## config.mk

```make
export PLATFORM = sky130hd
export DESIGN_NAME = code39_bar_width_decoder_flat
export DESIGN_NICKNAME = d
export VERILOG_FILES = /design/src/design/c39_pkg.sv /design/src/design/c39_item_if.sv /design/src/design/c39_result_if.sv /design/src/design/code39_bar_width_decoder.sv /design/src/design/c39_cmp_unit.sv /design/src/design/c39_decode_seq.sv /design/src/flat_wrapper.sv
export SDC_FILE = /design/constraint.sdc
export NUM_CORES = 1
export LEC_CHECK = 0
export BUFFER_PORTS_ARGS = -buffer_cell sky130_fd_sc_hd__clkbuf_2
export CAP_MARGIN = 20
export CELL_PAD_IN_SITES_DETAIL_PLACEMENT = 1
export CELL_PAD_IN_SITES_GLOBAL_PLACEMENT = 1
export CORE_MARGIN = 2
export CORE_UTILIZATION = 25
export DETAILED_ROUTE_END_ITERATION = 16
export GPL_TIMING_DRIVEN = 0
export PLACE_DENSITY_LB_ADDON = 0.08
export SLEW_MARGIN = 15
export SYNTH_ARGS = -nofsm -noshare
export SYNTH_HDL_FRONTEND = slang
export SYNTH_SLANG_ARGS = --single-unit
```

## constraint.sdc

```tcl
create_clock -name clk_i -period 7.55 [get_ports clk_i]
set_clock_uncertainty 0.2 [all_clocks]
set_input_delay 1.51 -clock clk_i [delete_from_list [all_inputs] [get_ports clk_i]]
set_output_delay 1.51 -clock clk_i [all_outputs]
set_load 0.02 [all_outputs]
```

## src/design/c39_pkg.sv

```systemverilog
`timescale 1ns / 1ps
package c39_pkg;

  // Geometry and defaults
  localparam int BARS           = 9;
  localparam int WIDE_COUNT     = 3;
  localparam int TIME_WIDTH_DEF = 32;
  localparam int NCHARS         = 43;
  localparam int IDX_W          = $clog2(BARS);
  localparam int TAB_W          = $clog2(NCHARS);
  localparam int CFG_IDX_W      = 1;
  localparam int CFG_DATA_W     = 20;
  localparam logic [CFG_DATA_W-1:0] DEBOUNCE_RST = 20'd1000;

  // Delimiter '*'
  localparam logic [8:0] DELIM_PAT  = 9'h094;
  localparam logic [7:0] DELIM_CHAR = 8'h2A;

  // Input op codes
  localparam logic OP_EDGE  = 1'b0;
  localparam logic OP_CLEAR = 1'b1;

  // Configuration register indexes
  localparam logic [CFG_IDX_W-1:0] CFG_SCAN_ENABLE = 1'b0;
  localparam logic [CFG_IDX_W-1:0] CFG_DEBOUNCE    = 1'b1;

  // Result status codes
  localparam logic [1:0] STAT_START    = 2'd0;
  localparam logic [1:0] STAT_DATA     = 2'd1;
  localparam logic [1:0] STAT_COMPLETE = 2'd2;
  localparam logic [1:0] STAT_INVALID  = 2'd3;

  // Shared comparator outcome
  typedef struct packed {
    logic gt;
    logic eq;
  } c39_cmp_t;

  // Top level to decode sequencer
  typedef struct packed {
    logic start;
    logic lookup;
    logic rev;
    logic ack;
  } c39_req_t;

  // Decode sequencer to top level
  typedef struct packed {
    logic       done;
    logic [8:0] pat;
    logic [7:0] ch;
  } c39_res_t;

  // Bit reverse of a nine bar pattern
  function automatic logic [8:0] rev9(input logic [8:0] p);
    logic [8:0] r;
    r = '0;
    for (int i = 0; i < BARS; i++) begin
      r[BARS-1-i] = p[i];
    end
    return r;
  endfunction

  // Code 39 wide/narrow patterns, table order
  function automatic logic [8:0] pat_of(input logic [TAB_W-1:0] idx);
    logic [8:0] p;
    case (idx)
      6'd0:  p = 9'h034;  6'd1:  p = 9'h121;  6'd2:  p = 9'h061;  6'd3:  p = 9'h160;
      6'd4:  p = 9'h031;  6'd5:  p = 9'h130;  6'd6:  p = 9'h070;  6'd7:  p = 9'h025;
      6'd8:  p = 9'h124;  6'd9:  p = 9'h064;  6'd10: p = 9'h109;  6'd11: p = 9'h049;
      6'd12: p = 9'h148;  6'd13: p = 9'h019;  6'd14: p = 9'h118;  6'd15: p = 9'h058;
      6'd16: p = 9'h00D;  6'd17: p = 9'h10C;  6'd18: p = 9'h04C;  6'd19: p = 9'h01C;
      6'd20: p = 9'h103;  6'd21: p = 9'h043;  6'd22: p = 9'h142;  6'd23: p = 9'h013;
      6'd24: p = 9'h112;  6'd25: p = 9'h052;  6'd26: p = 9'h007;  6'd27: p = 9'h106;
      6'd28: p = 9'h046;  6'd29: p = 9'h016;  6'd30: p = 9'h181;  6'd31: p = 9'h0C1;
      6'd32: p = 9'h1C0;  6'd33: p = 9'h091;  6'd34: p = 9'h190;  6'd35: p = 9'h0D0;
      6'd36: p = 9'h085;  6'd37: p = 9'h184;  6'd38: p = 9'h0A8;  6'd39: p = 9'h0A2;
      6'd40: p = 9'h08A;  6'd41: p = 9'h02A;  6'd42: p = 9'h0C4;
      default: p = 9'h000;
    endcase
    return p;
  endfunction

  // ASCII for a table entry: digits, letters, then the symbols
  function automatic logic [7:0] char_of(input logic [TAB_W-1:0] idx);
    logic [7:0] c;
    if (idx < 6'd10) begin
      c = 8'(idx) + 8'h30;
    end else if (idx < 6'd36) begin
      c = 8'(idx) + 8'h37;
    end else begin
      case (idx)
        6'd36:   c = 8'h2D;
        6'd37:   c = 8'h2E;
        6'd38:   c = 8'h24;
        6'd39:   c = 8'h2F;
        6'd40:   c = 8'h2B;
        6'd41:   c = 8'h25;
        6'd42:   c = 8'h20;
        default: c = 8'h00;
      endcase
    end
    return c;
  endfunction

endpackage

```

## src/design/c39_item_if.sv

```systemverilog
`timescale 1ns / 1ps
interface c39_item_if;
  logic        valid;
  logic        ready;
  logic        op;
  logic [31:0] edge_time_us;

  modport source (output valid, output op, output edge_time_us, input ready);
  modport sink   (input valid, input op, input edge_time_us, output ready);
endinterface

```

## src/design/c39_result_if.sv

```systemverilog
`timescale 1ns / 1ps
interface c39_result_if;
  logic       valid;
  logic       ready;
  logic [1:0] status;
  logic [7:0] char_code;
  logic       reversed_dir;
  logic [8:0] wide_pattern;

  modport source (output valid, output status, output char_code, output reversed_dir,
                  output wide_pattern, input ready);
  modport sink   (input valid, input status, input char_code, input reversed_dir,
                  input wide_pattern, output ready);
endinterface

```

## src/design/code39_bar_width_decoder.sv

```systemverilog
`timescale 1ns / 1ps
// A clear op or an edge that does not close a character is taken while idle.
// The ninth bar interval starts a decode: comparator passes pick the wide bars, then a
// table search runs for a data character only, and the result is handed over.
// All steps share one comparator; a result waits in an output register.
// Items are held off while a decode runs or its result awaits hand-over.
// Reset (async, active low) clears capture, position, direction and config to defaults.
module code39_bar_width_decoder #(
  parameter int TIME_WIDTH = c39_pkg::TIME_WIDTH_DEF
) (
  input  logic                             clk_i,
  input  logic                             rst_ni,
  c39_item_if.sink                         item_i,
  c39_result_if.source                     result_o,
  input  logic                             cfg_we_i,
  input  logic [c39_pkg::CFG_IDX_W-1:0]    cfg_idx_i,
  input  logic [c39_pkg::CFG_DATA_W-1:0]   cfg_wdata_i
);

  localparam int IW = (TIME_WIDTH < 32) ? TIME_WIDTH : 32;
  localparam logic [3:0] LAST_BAR = 4'(c39_pkg::BARS - 1);

  typedef enum logic {
    T_IDLE,
    T_BUSY
  } top_state_e;

  top_state_e                       state_q;
  logic                             scan_en_q;
  logic [c39_pkg::CFG_DATA_W-1:0]   debounce_q;
  logic                             armed_q;
  logic [TIME_WIDTH-1:0]            last_q;
  logic [IW-1:0]                    iv_q [c39_pkg::BARS];
  logic [3:0]                       bar_cnt_q;
  logic [1:0]                       pos_q;
  logic                             rev_q;
  logic [7:0]                       held_q;
  logic                             out_valid_q;
  logic [1:0]                       status_q;
  logic [7:0]                       char_q;
  logic                             rdir_q;
  logic [8:0]                       wpat_q;

  logic [63:0]                      now64;
  logic [TIME_WIDTH-1:0]            now;
  logic [TIME_WIDTH-1:0]            delta;
  logic                             past_deb;
  logic                             in_acc;
  logic                             edge_ok;
  logic                             close_char;
  logic                             out_free;
  c39_pkg::c39_req_t                req;
  c39_pkg::c39_res_t                res;

  logic [7:0]                       dec_ch;
  logic                             dec_rev;
  logic [1:0]                       dec_status;
  logic [7:0]                       out_ch;
  logic [1:0]                       pos_n;
  logic                             rev_n;

  // Edge timing and debounce
  assign now64    = 64'(item_i.edge_time_us);
  assign now      = now64[TIME_WIDTH-1:0];
  assign delta    = now - last_q;
  assign past_deb = 64'(delta) > 64'(debounce_q);

  assign item_i.ready = (state_q == T_IDLE);
  assign in_acc       = item_i.valid && item_i.ready;
  assign edge_ok      = in_acc && (item_i.op == c39_pkg::OP_EDGE) && scan_en_q && past_deb;
  assign close_char   = edge_ok && armed_q && (bar_cnt_q == LAST_BAR);
  assign out_free     = !out_valid_q || result_o.ready;

  // Decode request
  assign req.start  = close_char;
  assign req.lookup = ((pos_q + 2'd1) == 2'd2);
  assign req.rev    = rev_q;
  assign req.ack    = (state_q == T_BUSY) && res.done && out_free;

  c39_decode_seq #(.IW(IW)) u_seq (
    .clk_i  (clk_i),
    .rst_ni (rst_ni),
    .iv_i   (iv_q),
    .req_i  (req),
    .res_o  (res)
  );

  // Character classification by position
  always_comb begin
    dec_rev = rev_q;
    if (pos_q == 2'd2) begin
      dec_ch = res.ch;
    end else if (res.pat == c39_pkg::DELIM_PAT) begin
      dec_ch = c39_pkg::DELIM_CHAR;
    end else if (res.pat == c39_pkg::rev9(c39_pkg::DELIM_PAT)) begin
      dec_ch  = c39_pkg::DELIM_CHAR;
      dec_rev = 1'b1;
    end else begin
      dec_ch = '0;
    end

    pos_n = pos_q;
    rev_n = dec_rev;
    if (dec_ch == 8'd0) begin
      dec_status = c39_pkg::STAT_INVALID;
      out_ch     = '0;
      pos_n      = '0;
      rev_n      = 1'b0;
    end else if (pos_q == 2'd2) begin
      dec_status = c39_pkg::STAT_DATA;
      out_ch     = dec_ch;
    end else if (pos_q == 2'd3) begin
      dec_status = c39_pkg::STAT_COMPLETE;
      out_ch     = held_q;
      pos_n      = '0;
      rev_n      = 1'b0;
    end else begin
      dec_status = c39_pkg::STAT_START;
      out_ch     = dec_ch;
    end
  end

  // Bar interval store
  always_ff @(posedge clk_i) begin
    if (edge_ok && armed_q) begin
      iv_q[bar_cnt_q] <= delta[IW-1:0];
    end
  end

  // Control, configuration and output register
  always_ff @(posedge clk_i or negedge rst_ni) begin
    if (!rst_ni) begin
      state_q     <= T_IDLE;
      scan_en_q   <= 1'b0;
      debounce_q  <= c39_pkg::DEBOUNCE_RST;
      armed_q     <= 1'b0;
      last_q      <= '0;
      bar_cnt_q   <= '0;
      pos_q       <= '0;
      rev_q       <= 1'b0;
      held_q      <= '0;
      out_valid_q <= 1'b0;
      status_q    <= '0;
      char_q      <= '0;
      rdir_q      <= 1'b0;
      wpat_q      <= '0;
    end else begin
      if (cfg_we_i) begin
        case (cfg_idx_i)
          c39_pkg::CFG_SCAN_ENABLE: scan_en_q  <= cfg_wdata_i[0];
          c39_pkg::CFG_DEBOUNCE:    debounce_q <= cfg_wdata_i;
          default: ;
        endcase
      end

      // Output valid: set on hand-over, dropped once taken
      if (req.ack) begin
        out_valid_q <= 1'b1;
      end else if (out_valid_q && result_o.ready) begin
        out_valid_q <= 1'b0;
      end

      case (state_q)
        T_IDLE: begin
          if (in_acc && (item_i.op == c39_pkg::OP_CLEAR)) begin
            armed_q   <= 1'b0;
            bar_cnt_q <= '0;
          end else if (edge_ok) begin
            last_q <= now;
            if (!armed_q) begin
              armed_q <= 1'b1;
            end else if (close_char) begin
              armed_q   <= 1'b0;
              bar_cnt_q <= '0;
              pos_q     <= pos_q + 2'd1;
              state_q   <= T_BUSY;
            end else begin
              bar_cnt_q <= bar_cnt_q + 4'd1;
            end
          end
        end
        T_BUSY: begin
          if (req.ack) begin
            status_q    <= dec_status;
            char_q      <= out_ch;
            rdir_q      <= dec_rev;
            wpat_q      <= res.pat;
            pos_q       <= pos_n;
            rev_q       <= rev_n;
            if (dec_status == c39_pkg::STAT_DATA) begin
              held_q <= dec_ch;
            end
            state_q <= T_IDLE;
          end
        end
        default: state_q <= T_IDLE;
      endcase
    end
  end

  assign result_o.valid        = out_valid_q;
  assign result_o.status       = status_q;
  assign result_o.char_code    = char_q;
  assign result_o.reversed_dir = rdir_q;
  assign result_o.wide_pattern = wpat_q;

`ifndef SYNTHESIS
  // A finished decode is only seen while a character is in flight
  a_done_busy: assert property (@(posedge clk_i) disable iff (!rst_ni)
    res.done |-> state_q == T_BUSY)
    else $error("decode result outside busy phase");

  // Exactly three wide bars in every decoded pattern
  a_three_wide: assert property (@(posedge clk_i) disable iff (!rst_ni)
    res.done |-> $countones(res.pat) == c39_pkg::WIDE_COUNT)
    else $error("wide pattern does not hold three wide bars");

  // Between characters the position never rests on the stop slot
  a_pos_idle: assert property (@(posedge clk_i) disable iff (!rst_ni)
    state_q == T_IDLE |-> pos_q != 2'd3)
    else $error("character position left on stop slot");

  // Reversed direction only after a start delimiter
  a_rev_pos: assert property (@(posedge clk_i) disable iff (!rst_ni)
    (state_q == T_IDLE && rev_q) |-> pos_q != 2'd0)
    else $error("reversed flag set with no start delimiter");
`endif

endmodule

```

## src/design/c39_cmp_unit.sv

```systemverilog
`timescale 1ns / 1ps
// Shared magnitude/equality comparator
module c39_cmp_unit #(
  parameter int W = 32
) (
  input  logic [W-1:0]       a_i,
  input  logic [W-1:0]       b_i,
  output c39_pkg::c39_cmp_t  cmp_o
);

  assign cmp_o.gt = (a_i > b_i);
  assign cmp_o.eq = (a_i == b_i);

endmodule

```

## src/design/c39_decode_seq.sv

```systemverilog
`timescale 1ns / 1ps
// Picks the three widest bars over three passes, then searches the table when a lookup
// is requested, all through one shared comparator.
module c39_decode_seq #(
  parameter int IW = 32
) (
  input  logic                 clk_i,
  input  logic                 rst_ni,
  input  logic [IW-1:0]        iv_i [c39_pkg::BARS],
  input  c39_pkg::c39_req_t    req_i,
  output c39_pkg::c39_res_t    res_o
);

  typedef enum logic [1:0] {
    S_IDLE,
    S_SCAN,
    S_LOOK,
    S_DONE
  } seq_state_e;

  localparam logic [c39_pkg::IDX_W-1:0] LAST_BAR  = c39_pkg::IDX_W'(c39_pkg::BARS - 1);
  localparam logic [1:0]                LAST_PASS = 2'(c39_pkg::WIDE_COUNT - 1);
  localparam logic [c39_pkg::TAB_W-1:0] LAST_TAB  = c39_pkg::TAB_W'(c39_pkg::NCHARS - 1);

  seq_state_e                    state_q;
  logic [1:0]                    pass_q;
  logic [c39_pkg::IDX_W-1:0]     idx_q;
  logic [c39_pkg::IDX_W-1:0]     best_q;
  logic [IW-1:0]                 best_val_q;
  logic                          have_q;
  logic [c39_pkg::BARS-1:0]      picked_q;
  logic                          lookup_q;
  logic                          rev_q;
  logic [c39_pkg::TAB_W-1:0]     tab_q;
  logic [8:0]                    pat_q;
  logic [8:0]                    key_q;
  logic [7:0]                    ch_q;

  logic [IW-1:0]                 cand;
  logic [IW-1:0]                 op_a;
  logic [IW-1:0]                 op_b;
  c39_pkg::c39_cmp_t             cmp;
  logic                          take;
  logic [c39_pkg::IDX_W-1:0]     sel_idx;
  logic [c39_pkg::BARS-1:0]      picked_d;
  logic [8:0]                    pat_d;

  // Operand selection for the shared comparator
  assign cand = iv_i[idx_q];
  always_comb begin
    if (state_q == S_LOOK) begin
      op_a = IW'(c39_pkg::pat_of(tab_q));
      op_b = IW'(key_q);
    end else begin
      op_a = cand;
      op_b = best_val_q;
    end
  end

  c39_cmp_unit #(.W(IW)) u_cmp (
    .a_i   (op_a),
    .b_i   (op_b),
    .cmp_o (cmp)
  );

  // Strict greater keeps the lower index on a tie
  assign take     = !picked_q[idx_q] && (!have_q || cmp.gt);
  assign sel_idx  = take ? idx_q : best_q;
  assign picked_d = picked_q | (c39_pkg::BARS'(1) << sel_idx);
  assign pat_d    = c39_pkg::rev9(picked_d);

  // Sequencer
  always_ff @(posedge clk_i or negedge rst_ni) begin
    if (!rst_ni) begin
      state_q    <= S_IDLE;
      pass_q     <= '0;
      idx_q      <= '0;
      best_q     <= '0;
      best_val_q <= '0;
      have_q     <= 1'b0;
      picked_q   <= '0;
      lookup_q   <= 1'b0;
      rev_q      <= 1'b0;
      tab_q      <= '0;
      pat_q      <= '0;
      key_q      <= '0;
      ch_q       <= '0;
    end else begin
      case (state_q)
        S_IDLE: begin
          if (req_i.start) begin
            state_q  <= S_SCAN;
            pass_q   <= '0;
            idx_q    <= '0;
            have_q   <= 1'b0;
            picked_q <= '0;
            lookup_q <= req_i.lookup;
            rev_q    <= req_i.rev;
          end
        end
        S_SCAN: begin
          if (take) begin
            best_q     <= idx_q;
            best_val_q <= cand;
          end
          if (idx_q == LAST_BAR) begin
            picked_q <= picked_d;
            idx_q    <= '0;
            have_q   <= 1'b0;
            if (pass_q == LAST_PASS) begin
              pat_q <= pat_d;
              key_q <= rev_q ? c39_pkg::rev9(pat_d) : pat_d;
              tab_q <= '0;
              ch_q  <= '0;
              state_q <= lookup_q ? S_LOOK : S_DONE;
            end else begin
              pass_q <= pass_q + 2'd1;
            end
          end else begin
            idx_q  <= idx_q + 1'b1;
            have_q <= have_q | take;
          end
        end
        S_LOOK: begin
          if (cmp.eq) begin
            ch_q    <= c39_pkg::char_of(tab_q);
            state_q <= S_DONE;
          end else if (tab_q == LAST_TAB) begin
            ch_q    <= '0;
            state_q <= S_DONE;
          end else begin
            tab_q <= tab_q + 1'b1;
          end
        end
        S_DONE: begin
          if (req_i.ack) begin
            state_q <= S_IDLE;
          end
        end
        default: state_q <= S_IDLE;
      endcase
    end
  end

  assign res_o.done = (state_q == S_DONE);
  assign res_o.pat  = pat_q;
  assign res_o.ch   = ch_q;

endmodule

```

## src/flat_wrapper.sv

```systemverilog
// flat-port wrapper written by rule: the top's interface ports become plain ports
module code39_bar_width_decoder_flat 
#(
  parameter int TIME_WIDTH = c39_pkg::TIME_WIDTH_DEF
)
  (clk_i, rst_ni, cfg_we_i, cfg_idx_i, cfg_wdata_i, item_i_valid, item_i_op, item_i_edge_time_us, item_i_ready, result_o_valid, result_o_status, result_o_char_code, result_o_reversed_dir, result_o_wide_pattern, result_o_ready);
  c39_item_if item_i_i ();
  c39_result_if result_o_i ();
  input  logic clk_i;
  input  logic rst_ni;
  input  logic cfg_we_i;
  input  logic [c39_pkg::CFG_IDX_W-1:0] cfg_idx_i;
  input  logic [c39_pkg::CFG_DATA_W-1:0] cfg_wdata_i;
  input wire logic [$bits(item_i_i.valid)-1:0] item_i_valid;
  input wire logic [$bits(item_i_i.op)-1:0] item_i_op;
  input wire logic [$bits(item_i_i.edge_time_us)-1:0] item_i_edge_time_us;
  output wire logic [$bits(item_i_i.ready)-1:0] item_i_ready;
  output wire logic [$bits(result_o_i.valid)-1:0] result_o_valid;
  output wire logic [$bits(result_o_i.status)-1:0] result_o_status;
  output wire logic [$bits(result_o_i.char_code)-1:0] result_o_char_code;
  output wire logic [$bits(result_o_i.reversed_dir)-1:0] result_o_reversed_dir;
  output wire logic [$bits(result_o_i.wide_pattern)-1:0] result_o_wide_pattern;
  input wire logic [$bits(result_o_i.ready)-1:0] result_o_ready;
  assign item_i_i.valid = item_i_valid;
  assign item_i_i.op = item_i_op;
  assign item_i_i.edge_time_us = item_i_edge_time_us;
  assign item_i_ready = item_i_i.ready;
  assign result_o_valid = result_o_i.valid;
  assign result_o_status = result_o_i.status;
  assign result_o_char_code = result_o_i.char_code;
  assign result_o_reversed_dir = result_o_i.reversed_dir;
  assign result_o_wide_pattern = result_o_i.wide_pattern;
  assign result_o_i.ready = result_o_ready;
  code39_bar_width_decoder #(.TIME_WIDTH(TIME_WIDTH)) u_core (.clk_i(clk_i), .rst_ni(rst_ni), .item_i(item_i_i), .result_o(result_o_i), .cfg_we_i(cfg_we_i), .cfg_idx_i(cfg_idx_i), .cfg_wdata_i(cfg_wdata_i));
endmodule
```

; After elaboration in Yosys (flattened, before gate mapping)
; Memory sizes are Yosys's and may differ from the RTL's.
; Cells that the tools add are included.
[classes]
add_sub_neg = 8
n_lt_le_gt_ge = 8
n_eq_ne = 35
shifts = 1
mux = 86
bitwise_logic = 8
n_reduce_logical = 41
[ops]
columns = op, count
row1 = $bwmux 288, 1
row2 = $mux 32, 5
row3 = $bmux 32 s4, 1
row4 = $demux 32 s4, 1
row5 = $mux 8, 9
row6 = $eq 6x6->1 const B, 7
row7 = $pmux 6 s7, 1
row8 = $mux 2, 20
row9 = $eq 32x32->1, 1
row10 = $gt 32x20->1, 1
row11 = $gt 32x32->1, 1
row12 = $sub 32x32->32, 1
row13 = $mux 6, 5
row14 = $mux 4, 7
row15 = $mux 9, 3
row16 = $mux 1, 21
row17 = $ne 2x2->1 const B, 10
row18 = $pmux 9 s2, 1
row19 = $pmux 8 s2, 1
row20 = $reduce_and 3->1, 5
row21 = $add 6x6->7 const B, 2
row22 = $mux 7, 2
row23 = $reduce_and 2->1, 7
row24 = $eq 2x2->1 const B, 6
row25 = 35 further kinds, 68
[totals]
reg_bits = 467
rom_bits = 576
input_bits = 59
out_inout_bits = 22
word_cells = 224
mem_count = 1
[memory_table]
columns = memory, depth, width, rd, rd_ports_with_merged_regs, wr, line
row1 = (name not given), 64, 9, 1, 0, 0, c39_pkg.sv:67  ; case (idx)

; Longest topological paths before layout
; Gate-level depths: netlist (run 1).
[depth]
depth_word = 13
ltp_mapped = 26
mapped_depth_nobuf = 24

; By module
; From an unflattened synthesis (run 1), not the netlist that was laid out.
[unflattened]
hier_cells = 1876
area_unflattened_um2 = 23715.2
[modules_own_cells]
columns = module, n_inst, cells_each, area_each_um2
row1 = code39_bar_width_decoder, 1, 991, 15244.6
row2 = c39_decode_seq, 1, 775, 7631.1
row3 = c39_cmp_unit, 1, 110, 839.6

; Worst setup path before layout (run 1)
; OpenSTA, ideal clock, no wires.
[synth_path]
kind = input to register
start = in item_i_edge_time_us[1]
end = reg u_core.iv_q[32] in the netlist's numbering, enable pin
arrival_time_ns = 6.848
required_time_ns = 6.929
slack_ns = 0.081
stages = 23
n_path_buf = 1
cell_sequence = ha_1 -> nor2b_1 -> o2111ai_1 -> a211oi_1 -> o21ai_0 -> nand2b_1 -> a21oi_1 -> o21ai_0 -> a21o_1 -> a21oi_1 -> o311ai_0 -> xor2_1 -> ha_1 -> nand4_1 -> nor2_1 -> a21oi_1 -> a222oi_1 -> nand3_1 -> nor4_4 -> a21boi_1 -> clkbuf_1 -> nand3b_1 -> nor2_1
[synth_between]
elab_chain_cells = 4
[synth_lines]
columns = element, line
row1 = from (decl), flat_wrapper.sv:16  ; input wire logic [$bits(item_i_i.edge_time_us)-1:0] item_i_edge_time_us;
row2 = $sub 32x32->32, code39_bar_width_decoder.sv:65  ; assign delta = now - last_q;
row3 = net u_core.delta[19], code39_bar_width_decoder.sv:46  ; logic [TIME_WIDTH-1:0] delta;
row4 = $gt 32x20->1, code39_bar_width_decoder.sv:66  ; assign past_deb = 64'(delta) > 64'(debounce_q);
row5 = $logic_and 1x1->1, code39_bar_width_decoder.sv:70  ; assign edge_ok = in_acc && (item_i.op == c39_pkg::OP_EDGE) && scan_en_q && past_deb;
row6 = $logic_and 1x1->1, code39_bar_width_decoder.sv:125  ; if (edge_ok && armed_q) begin
row7 = "to (signal, indexed assignment)", code39_bar_width_decoder.sv:126  ; iv_q[bar_cnt_q] <= delta[IW-1:0];
row8 = to (decl), code39_bar_width_decoder.sv:33  ; logic [IW-1:0] iv_q [c39_pkg::BARS];
; The timed path passes the listed nets, and every way through them passes these cells.
; A chain may end at the register's enable or synchronous reset.

; Worst setup path in the final report (run 1)
[layout_path]
start = in item_i_edge_time_us[0]
end = reg u_core.iv_q[275] in the netlist's numbering, enable pin
; Same word-level chain as after synthesis.

==> results.json, run 1 <==
{
  "outcome": "completed",
  "ff_latch_area_sq_um": 13000,
  "ys_seq_area_share_pct": 56.4,
  "worst_slack_at_placement_ns": -2.52,
  "tritoncts.num_buffers": 55,
  "report.final.hold_viol_count": 0,
  "post-route-period-util_pct": 94.6,
  "drive_above_1_share_pct": 17.7,
  "final_critical_path_setup_slack_ns": 0.405,
  "end_kind": "flip-flop",
  "dp.final_hpwl_um": 54500,
  "dr.first_iter.drc_count": 820,
  "number_of_global_route_vias_before_repair": 17600,
  "synth.lib_cells_used.distinct": 80,
  "timing.critical_path.from_type": "input pin",
  "setup-violations-final": 0,
  "worstSkewPairLatency_ns": 0.64,
  "design.core.area_sq_um": 91700,
  "timing.critical_path.max_delay_family": "compound AO/OA/AOI/OAI gates",
  "synth_area_sq_um": 23100,
  "global_route.usage.total_pct": 15.8,
  "die_y_um": 308,
  "syn2layout_area_growth_pct": 19.9,
  "highest_delay_cell_along_the_critical_path": "sky130_fd_sc_hd__fa_1",
  "initial_utilization_pct": 25.2,
  "cts_tree": "built",
  "worstPathArrival_ns": 7.33,
  "synthesis.instances": 1920,
  "placement_rows": 111,
  "dp.cells": 3204,
  "slowest_delay_ns": 0.43,
  "clockBufferDepth": 3,
  "synthesis.yosys.warnings": 0,
  "residual_drc": 0,
  "timing.setup.tns_ns": 0,
  "async_flop_share_pct": 37.8,
  "synthesis.nets": 2095,
  "path_class": "input pin to flip-flop",
  "synth_enable_flop_cells": 288,
  "antenna_found_initial": 1,
  "tightest_pin_transition_ns": 1.14,
  "worst-endpoint-required_ns": 7.73,
  "finalNonFillerCells": 3331,
  "wirelength_um": 73800,
  "yosys.area.top_type_share_pct": 37.4,
  "grt_pass1_wl_um": 113000,
  "finish.instance_area_sq_um": 27700,
  "grt.overflow.total": 0,
  "placement.io_buffers": 79,
  "postSynth.topFlopCell": "sky130_fd_sc_hd__edfxtp_1",
  "routed_via_density": 4.79,
  "synthDominantAreaCellType": "sky130_fd_sc_hd__edfxtp_1",
  "floorplan.io_pins": 81,
  "cts_hold_buffers": 0,
  "pin_count_of_the_biggest_net_entering_global_routing": 67,
  "setup_repair_after_global_routing_missed_its_margin": "no",
  "postSynthAreaPerCell_sq_um": 12.0,
  "power_density_nw_per_um2": 312,
  "wl_per_cell_um": 22.2,
  "synth.ff_latch_count": 463,
  "design.final.nets": 2273,
  "die_area_sq_um": 94800,
  "multi_input_area_sq_um": 9540,
  "worstPathMaxFanout": 17,
  "drt_pre_antenna_iters": 5,
  "irDropWorstVdd_mv": 0.170,
  "clock_tree.htree_level_count": 2,
  "mostFrequentLayoutCells": "sky130_fd_sc_hd__edfxtp_1, sky130_fd_sc_hd__dfrtp_1, sky130_fd_sc_hd__a21oi_1",
  "clkSinkCount": 463,
  "fill_cells": 9992,
  "fin_worst_hold_slack_ns": 0.280,
  "clock-root-buffer": "sky130_fd_sc_hd__clkbuf_16",
  "final-max-slew-violation-count": 0,
  "worstPathBufferInverterCount": 7,
  "worstHoldPathType": "flip-flop to flip-flop",
  "via_count_of_the_routed_design": 15900,
  "timing.max_cap.violations": 0,
  "slew_headroom_pct": 24.0,
  "mostFrequentLayoutCell": "sky130_fd_sc_hd__edfxtp_1",
  "clk_pin_slew_worst_paths_ns": 0.06,
  "fmax_mhz": 140,
  "placed_cell_area_sq_um": 25400,
  "antenna_left": 0,
  "post_synth_main_area_contributors": "sky130_fd_sc_hd__edfxtp_1, sky130_fd_sc_hd__dfrtp_1, sky130_fd_sc_hd__mux4_2, sky130_fd_sc_hd__ha_1, sky130_fd_sc_hd__a21oi_1",
  "globalplace.congestion": 0.783,
  "finalWorstPathRequiredPeriod_ns": 7.14,
  "die_w_um": 308,
  "leakage_nw": 10.4
}
## synthesized netlist by cell type (6+ instances only)
master                      instances
sky130_fd_sc_hd__a211oi_1           6
sky130_fd_sc_hd__a21o_1            31
sky130_fd_sc_hd__a21oi_1          170
sky130_fd_sc_hd__a221oi_1           6
sky130_fd_sc_hd__a22oi_1            8
sky130_fd_sc_hd__a311oi_1           8
sky130_fd_sc_hd__a31oi_1           20
sky130_fd_sc_hd__and2_1             8
sky130_fd_sc_hd__and3_1             9
sky130_fd_sc_hd__buf_1              9
sky130_fd_sc_hd__clkbuf_1          90
sky130_fd_sc_hd__dfrtp_1          169
sky130_fd_sc_hd__dfstp_2            6
sky130_fd_sc_hd__edfxtp_1         288
sky130_fd_sc_hd__ha_1             115
sky130_fd_sc_hd__inv_1             98
sky130_fd_sc_hd__mux2_2            49
sky130_fd_sc_hd__mux2i_1           22
sky130_fd_sc_hd__mux4_2            68
sky130_fd_sc_hd__nand2_1          165
sky130_fd_sc_hd__nand2b_1          56
sky130_fd_sc_hd__nand3_1           55
sky130_fd_sc_hd__nand4_1           22
sky130_fd_sc_hd__nor2_1           124
sky130_fd_sc_hd__nor2b_1           27
sky130_fd_sc_hd__nor3_1            15
sky130_fd_sc_hd__nor4_1             8
sky130_fd_sc_hd__o211ai_1           7
sky130_fd_sc_hd__o21a_1            12
sky130_fd_sc_hd__o21ai_0           74
sky130_fd_sc_hd__o21ai_1           32
sky130_fd_sc_hd__o22ai_1            8
sky130_fd_sc_hd__o2bb2ai_1          6
sky130_fd_sc_hd__o31ai_1           10
sky130_fd_sc_hd__xnor2_1           16
sky130_fd_sc_hd__xor2_1            15
## power breakdown
part | internal [mW] | total [mW] | switching [mW]
clock network | 1.55 | 2.68 | 1.14
registers | 3.20 | 3.31 | 0.109
logic | 0.980 | 2.65 | 1.67
total | 5.73 | 8.65 | 2.92
## worst reg2reg max path, cell delays in order, from the launching register on
cell	delay [ns]
sky130_fd_sc_hd__dfrtp_1	0.35
sky130_fd_sc_hd__clkbuf_2	0.44
sky130_fd_sc_hd__clkbuf_1	0.66
sky130_fd_sc_hd__clkbuf_1	0.75
sky130_fd_sc_hd__mux4_2	0.43
sky130_fd_sc_hd__nand2_1	0.08
sky130_fd_sc_hd__o21ai_0	0.37
sky130_fd_sc_hd__o21ai_0	0.40
sky130_fd_sc_hd__ha_1	0.20
sky130_fd_sc_hd__nor2b_1	0.04
sky130_fd_sc_hd__o21a_1	0.16
sky130_fd_sc_hd__o21ai_0	0.14
sky130_fd_sc_hd__a21oi_1	0.09
sky130_fd_sc_hd__o311a_1	0.35
sky130_fd_sc_hd__o41ai_1	0.63
sky130_fd_sc_hd__a221oi_2	0.20
sky130_fd_sc_hd__clkbuf_1	0.31
sky130_fd_sc_hd__a211oi_1	0.74
sky130_fd_sc_hd__mux2_2	0.30
sky130_fd_sc_hd__o21ai_0	0.07
## sequential cells by signal, summed over array words and instances (netlist names), 2 cells and up
signal,flops
u_core.u_seq.key_q,8
u_core.bar_cnt_q,4
u_core.held_q,7
u_core.u_seq.idx_q,4
u_core.result_o.status,2
u_core.u_seq.best_val_q,32
u_core.u_seq.ch_q,7
u_core.u_seq.state_q,2
u_core.result_o.char_code,7
u_core.u_seq.pat_q,9
u_core.u_seq.picked_q,9
u_core.last_q,32
u_core.pos_q,2
u_core.iv_q,288
u_core.u_seq.tab_q,6
u_core.u_seq.best_q,4
u_core.debounce_q,20
u_core.u_seq.pass_q,2
u_core.result_o.wide_pattern,9
## final cells by class
| cell class | count | area share, % |
|---|---|---|
| Inverter | 99 | 1.34 |
| Clock inverter | 35 | 1.30 |
| Clock buffer | 68 | 5.15 |
| Tap cell | 1186 | 5.36 |
| Antenna cell | 1 | 0.00904 |
| Timing Repair Buffer | 122 | 3.79 |
| Sequential cell | 463 | 47.1 |
| Buffer | 101 | 1.49 |
| Multi-Input combinational cell | 1256 | 34.5 |
## path summary, 6_finish.rpt
| kind | start | endpoint | slack [ns] | depth (start not counted) |
|---|---|---|---|---|
| setup / recovery | item_i_edge_time_us[0] | u_core.iv_q[275] | 0.41 | 28 |
| hold / removal | u_core.result_o.wide_pattern[7] | u_core.result_o.wide_pattern[7] | 0.28 | 2 |
| setup reg to reg | u_core.u_seq.idx_q[1] | u_core.u_seq.key_q[0] | 0.49 | 19 |
| hold reg to reg | u_core.result_o.wide_pattern[7] | u_core.result_o.wide_pattern[7] | 0.28 | 2 |
| max in group asynchronous | rst_ni | u_core.last_q[31] | 5.67 | 2 |
| min in group asynchronous | rst_ni | u_core.u_seq.tab_q[0] | 0.69 | 1 |
## logic make-up after synthesis
logic type	Yosys count	share of synthesized area (%)
simple gates	522	10.9
flops	463	56.4
compound gates	443	11.7
buf+inv	201	3.29
mux	143	10.2
fa+ha+maj	116	6.32
xor+xnor	31	1.18
other cells	1	0.0162
## per-stage QoR
step,power [mW],util [%]
finish,8.65,30.2
floorplan,5.03,-
CTS,8.78,30.1
detailed placement,5.98,27.8
global placement,5.87,27.2
global route,9.22,30.2
## repair_timing
item	in CTS	in global routing
resized for setup	26	18
pin swaps	10	2
setup endpoints to repair	402	257
setup buffers	20	3
## layer usage
layer,track usage [%],vias to the layer above,share of wire (%)
met4,4.40,0,2.4
met2,27.2,210,49
met1,20.9,8175,46
met5,0,-,0
met3,1.96,91,2.6
li1,-,7472,-
(Power assumes the default switching activity.)
==> inputs of run 2 (changes only) <==
--- a/config.mk
+++ b/config.mk
@@ -10,5 +10,5 @@
 export CELL_PAD_IN_SITES_DETAIL_PLACEMENT = 1
 export CELL_PAD_IN_SITES_GLOBAL_PLACEMENT = 1
-export CORE_MARGIN = 2
+export CORE_MARGIN = 10
 export CORE_UTILIZATION = 25
 export DETAILED_ROUTE_END_ITERATION = 16
==> constraint.sdc (replaced) <==
create_clock -name clk_i -period 7.55 [get_ports clk_i]
set_clock_uncertainty 0.2 [all_clocks]
set_input_delay 1.1325 -clock clk_i [delete_from_list [all_inputs] [get_ports clk_i]]
set_output_delay 1.1325 -clock clk_i [all_outputs]
set_load 0.02 [all_outputs]
==> run 2 against run 1 <==
Compared with the run above:
- clock power up 5%
- global-route usage down 1.5 points
- routed wire length up 1.1%
- critical path depth down 10
- final cell count up 0.18%
- count of clock-buffer cells in the layout up 6
- cell area up 0.33%
- non-clock buffer count up 1
- critical path type is now flip-flop to flip-flop
- critical endpoint is now u_core.u_seq.best_val_q[11]
- largest power group unchanged
==> results.json, run 2 (synthesis results as in run 1) <==
{
  "die_w_um": 324,
  "clock-root-buffer": "sky130_fd_sc_hd__clkbuf_16",
  "path_class": "flip-flop to flip-flop",
  "worst_slack_at_placement_ns": -2.68,
  "fmax_mhz": 142,
  "end_kind": "flip-flop",
  "number_of_global_route_vias_before_repair": 17600,
  "slew_headroom_pct": 27.0,
  "timing.max_cap.violations": 0,
  "drive_above_1_share_pct": 18.1,
  "grt.overflow.total": 0,
  "wl_per_cell_um": 22.4,
  "grt_pass1_wl_um": 114000,
  "dr.first_iter.drc_count": 810,
  "leakage_nw": 10.4,
  "fill_cells": 10100,
  "clk_pin_slew_worst_paths_ns": 0.06,
  "report.final.hold_viol_count": 0,
  "worstHoldPathType": "input pin to async pin",
  "n_antenna_cell": 0,
  "ff_latch_area_sq_um": 13000,
  "finish.instance_area_sq_um": 27800,
  "placement.io_buffers": 79,
  "outcome": "completed",
  "irDropWorstVdd_mv": 0.174,
  "clock_tree.htree_level_count": 2,
  "tightest_pin_transition_ns": 1.09,
  "syn2layout_area_growth_pct": 20.2,
  "final-max-slew-violation-count": 0,
  "wirelength_um": 74600,
  "timing.critical_path.from_type": "flip-flop",
  "registers_with_the_most_flip_flops": "u_core.iv_q x288, u_core.last_q x32, u_core.u_seq.best_val_q x32",
  "top_register": "u_core.iv_q",
  "final_critical_path_setup_slack_ns": 0.517,
  "die_area_sq_um": 105000,
  "clockBufferDepth": 3,
  "initial_utilization_pct": 25.2,
  "finalWorstPathRequiredPeriod_ns": 7.03,
  "clkSinkCount": 463,
  "routed_via_density": 4.75,
  "power_density_nw_per_um2": 316,
  "global_route.usage.total_pct": 14.3,
  "placement_rows": 111,
  "worstSkewPairLatency_ns": 0.65,
  "dp.final_hpwl_um": 54700,
  "mostFrequentLayoutCells": "sky130_fd_sc_hd__edfxtp_1, sky130_fd_sc_hd__a21oi_1, sky130_fd_sc_hd__dfrtp_1",
  "design.core.area_sq_um": 91700,
  "die_y_um": 324,
  "setup-violations-final": 0,
  "timing.setup.tns_ns": 0,
  "mostFrequentLayoutCell": "sky130_fd_sc_hd__edfxtp_1",
  "post-route-period-util_pct": 93.2,
  "placed_cell_area_sq_um": 25500,
  "residual_drc": 0,
  "timing.reg2reg.worst_path_depth": 18,
  "floorplan.io_pins": 81,
  "largest_register_ffs": 288,
  "worstPathArrival_ns": 7.29,
  "antenna_left": 0,
  "pin_count_of_the_biggest_net_entering_global_routing": 70,
  "drt_pre_antenna_iters": 5,
  "design.final.nets": 2277,
  "worst-endpoint-required_ns": 7.81,
  "multi_input_area_sq_um": 9490,
  "via_count_of_the_routed_design": 15900,
  "cts_tree": "built",
  "tritoncts.num_buffers": 58,
  "worstPathMaxFanout": 10,
  "globalplace.congestion": 0.770,
  "antenna_found_initial": 2
}
[run 2: cell count changes in the layout (fill, tap and decap cells not counted), moves of 3 or more]
cell,previous run,this run
sky130_fd_sc_hd__clkinv_1,11,8
sky130_fd_sc_hd__clkinvlp_4,1,4
sky130_fd_sc_hd__buf_4,19,22
sky130_fd_sc_hd__xnor2_2,3,6
sky130_fd_sc_hd__clkbuf_16,55,59
sky130_fd_sc_hd__clkbuf_1,96,90
sky130_fd_sc_hd__clkbuf_8,1,8
sky130_fd_sc_hd__buf_12,15,12
[run 2: through the flow]
step / hold WS [ns] / utilization (%) / power (mW) / std cells
finish: 0.282 / 30.3 / 8.76 / 3337
global route: 0.307 / 30.3 / 9.35 / 3337
CTS: 0.269 / 30.2 / 8.90 / 3333
detailed placement: 0.270 / 27.8 / 5.97 / 3205
global placement: 0.265 / 27.2 / 5.87 / 3185
floorplan: 0.244 / - / 5.03 / 1920
[run 2: layout make-up]
type                       count  area share, %
timing repair buffer         123           3.72
multi-input combinational   1256           34.2
inverter                      99           1.34
buffer                       101           1.51
clock inverter                35           1.19
tap                         1186           5.34
sequential                   463           46.9
clock buffer                  74           5.77
[run 2: worst max-delay path, cell delays in order (launching register included)]
cell and delay [ns]:
sky130_fd_sc_hd__dfrtp_1 0.35, sky130_fd_sc_hd__buf_2 0.39, sky130_fd_sc_hd__buf_2 0.34, sky130_fd_sc_hd__buf_8 0.19, sky130_fd_sc_hd__clkbuf_2 0.41, sky130_fd_sc_hd__clkbuf_4 0.42
sky130_fd_sc_hd__mux4_2 0.55, sky130_fd_sc_hd__a21oi_1 0.40, sky130_fd_sc_hd__nor2_1 0.09, sky130_fd_sc_hd__ha_1 0.30, sky130_fd_sc_hd__nand4_1 0.17, sky130_fd_sc_hd__nor4_2 0.56
sky130_fd_sc_hd__o41ai_1 0.26, sky130_fd_sc_hd__a221oi_2 0.63, sky130_fd_sc_hd__and2_1 0.21, sky130_fd_sc_hd__clkbuf_1 0.35, sky130_fd_sc_hd__clkbuf_2 0.39, sky130_fd_sc_hd__clkbuf_1 0.44
sky130_fd_sc_hd__a21oi_1 0.14
[run 2: worst paths after layout]
check,startpoint,to,slack [ns]
worst max-delay path,u_core.u_seq.idx_q[0],u_core.u_seq.best_val_q[11],0.52
worst min register to register,u_core.u_seq.pass_q[1],u_core.u_seq.pass_q[1],0.29
max in group asynchronous,rst_ni,u_core.u_seq.best_val_q[15],6.07
worst max register to register,u_core.u_seq.idx_q[0],u_core.u_seq.best_val_q[11],0.52
min in group clk_i,u_core.u_seq.pass_q[1],u_core.u_seq.pass_q[1],0.29
worst min-delay path,rst_ni,u_core.u_seq.ch_q[1],0.28
[run 2: repair_timing]
| item | 4_1_cts | 5_1_grt |
|---|---|---|
| pin swaps | 9 | 2 |
| hold buffers | 0 | 0 |
| setup endpoints to repair | 369 | 248 |
| buffers inserted | 19 | 2 |
| resized for setup | 23 | 11 |
[run 2: power breakdown]
part / switching (mW) / internal [mW] / leakage (nW)
Clock: 1.17 / 1.64 / 0.950
Combinational: 1.66 / 0.968 / 4.82
Sequential: 0.109 / 3.20 / 4.67
Total: 2.95 / 5.82 / 10.4
[run 2: per-layer routing]
| metal | share of wire [%] | routed length, um | up-vias | track usage [%] |
|---|---|---|---|---|
| met1 | 47 | 34800 | 8111 | 18.9 |
| met3 | 3.2 | 2360 | 77 | 2.11 |
| li1 | - | - | 7481 | - |
| met4 | 2.1 | 1540 | 0 | 3.46 |
| met2 | 48 | 35900 | 194 | 24.4 |
| met5 | 0 | 0 | - | 0 |
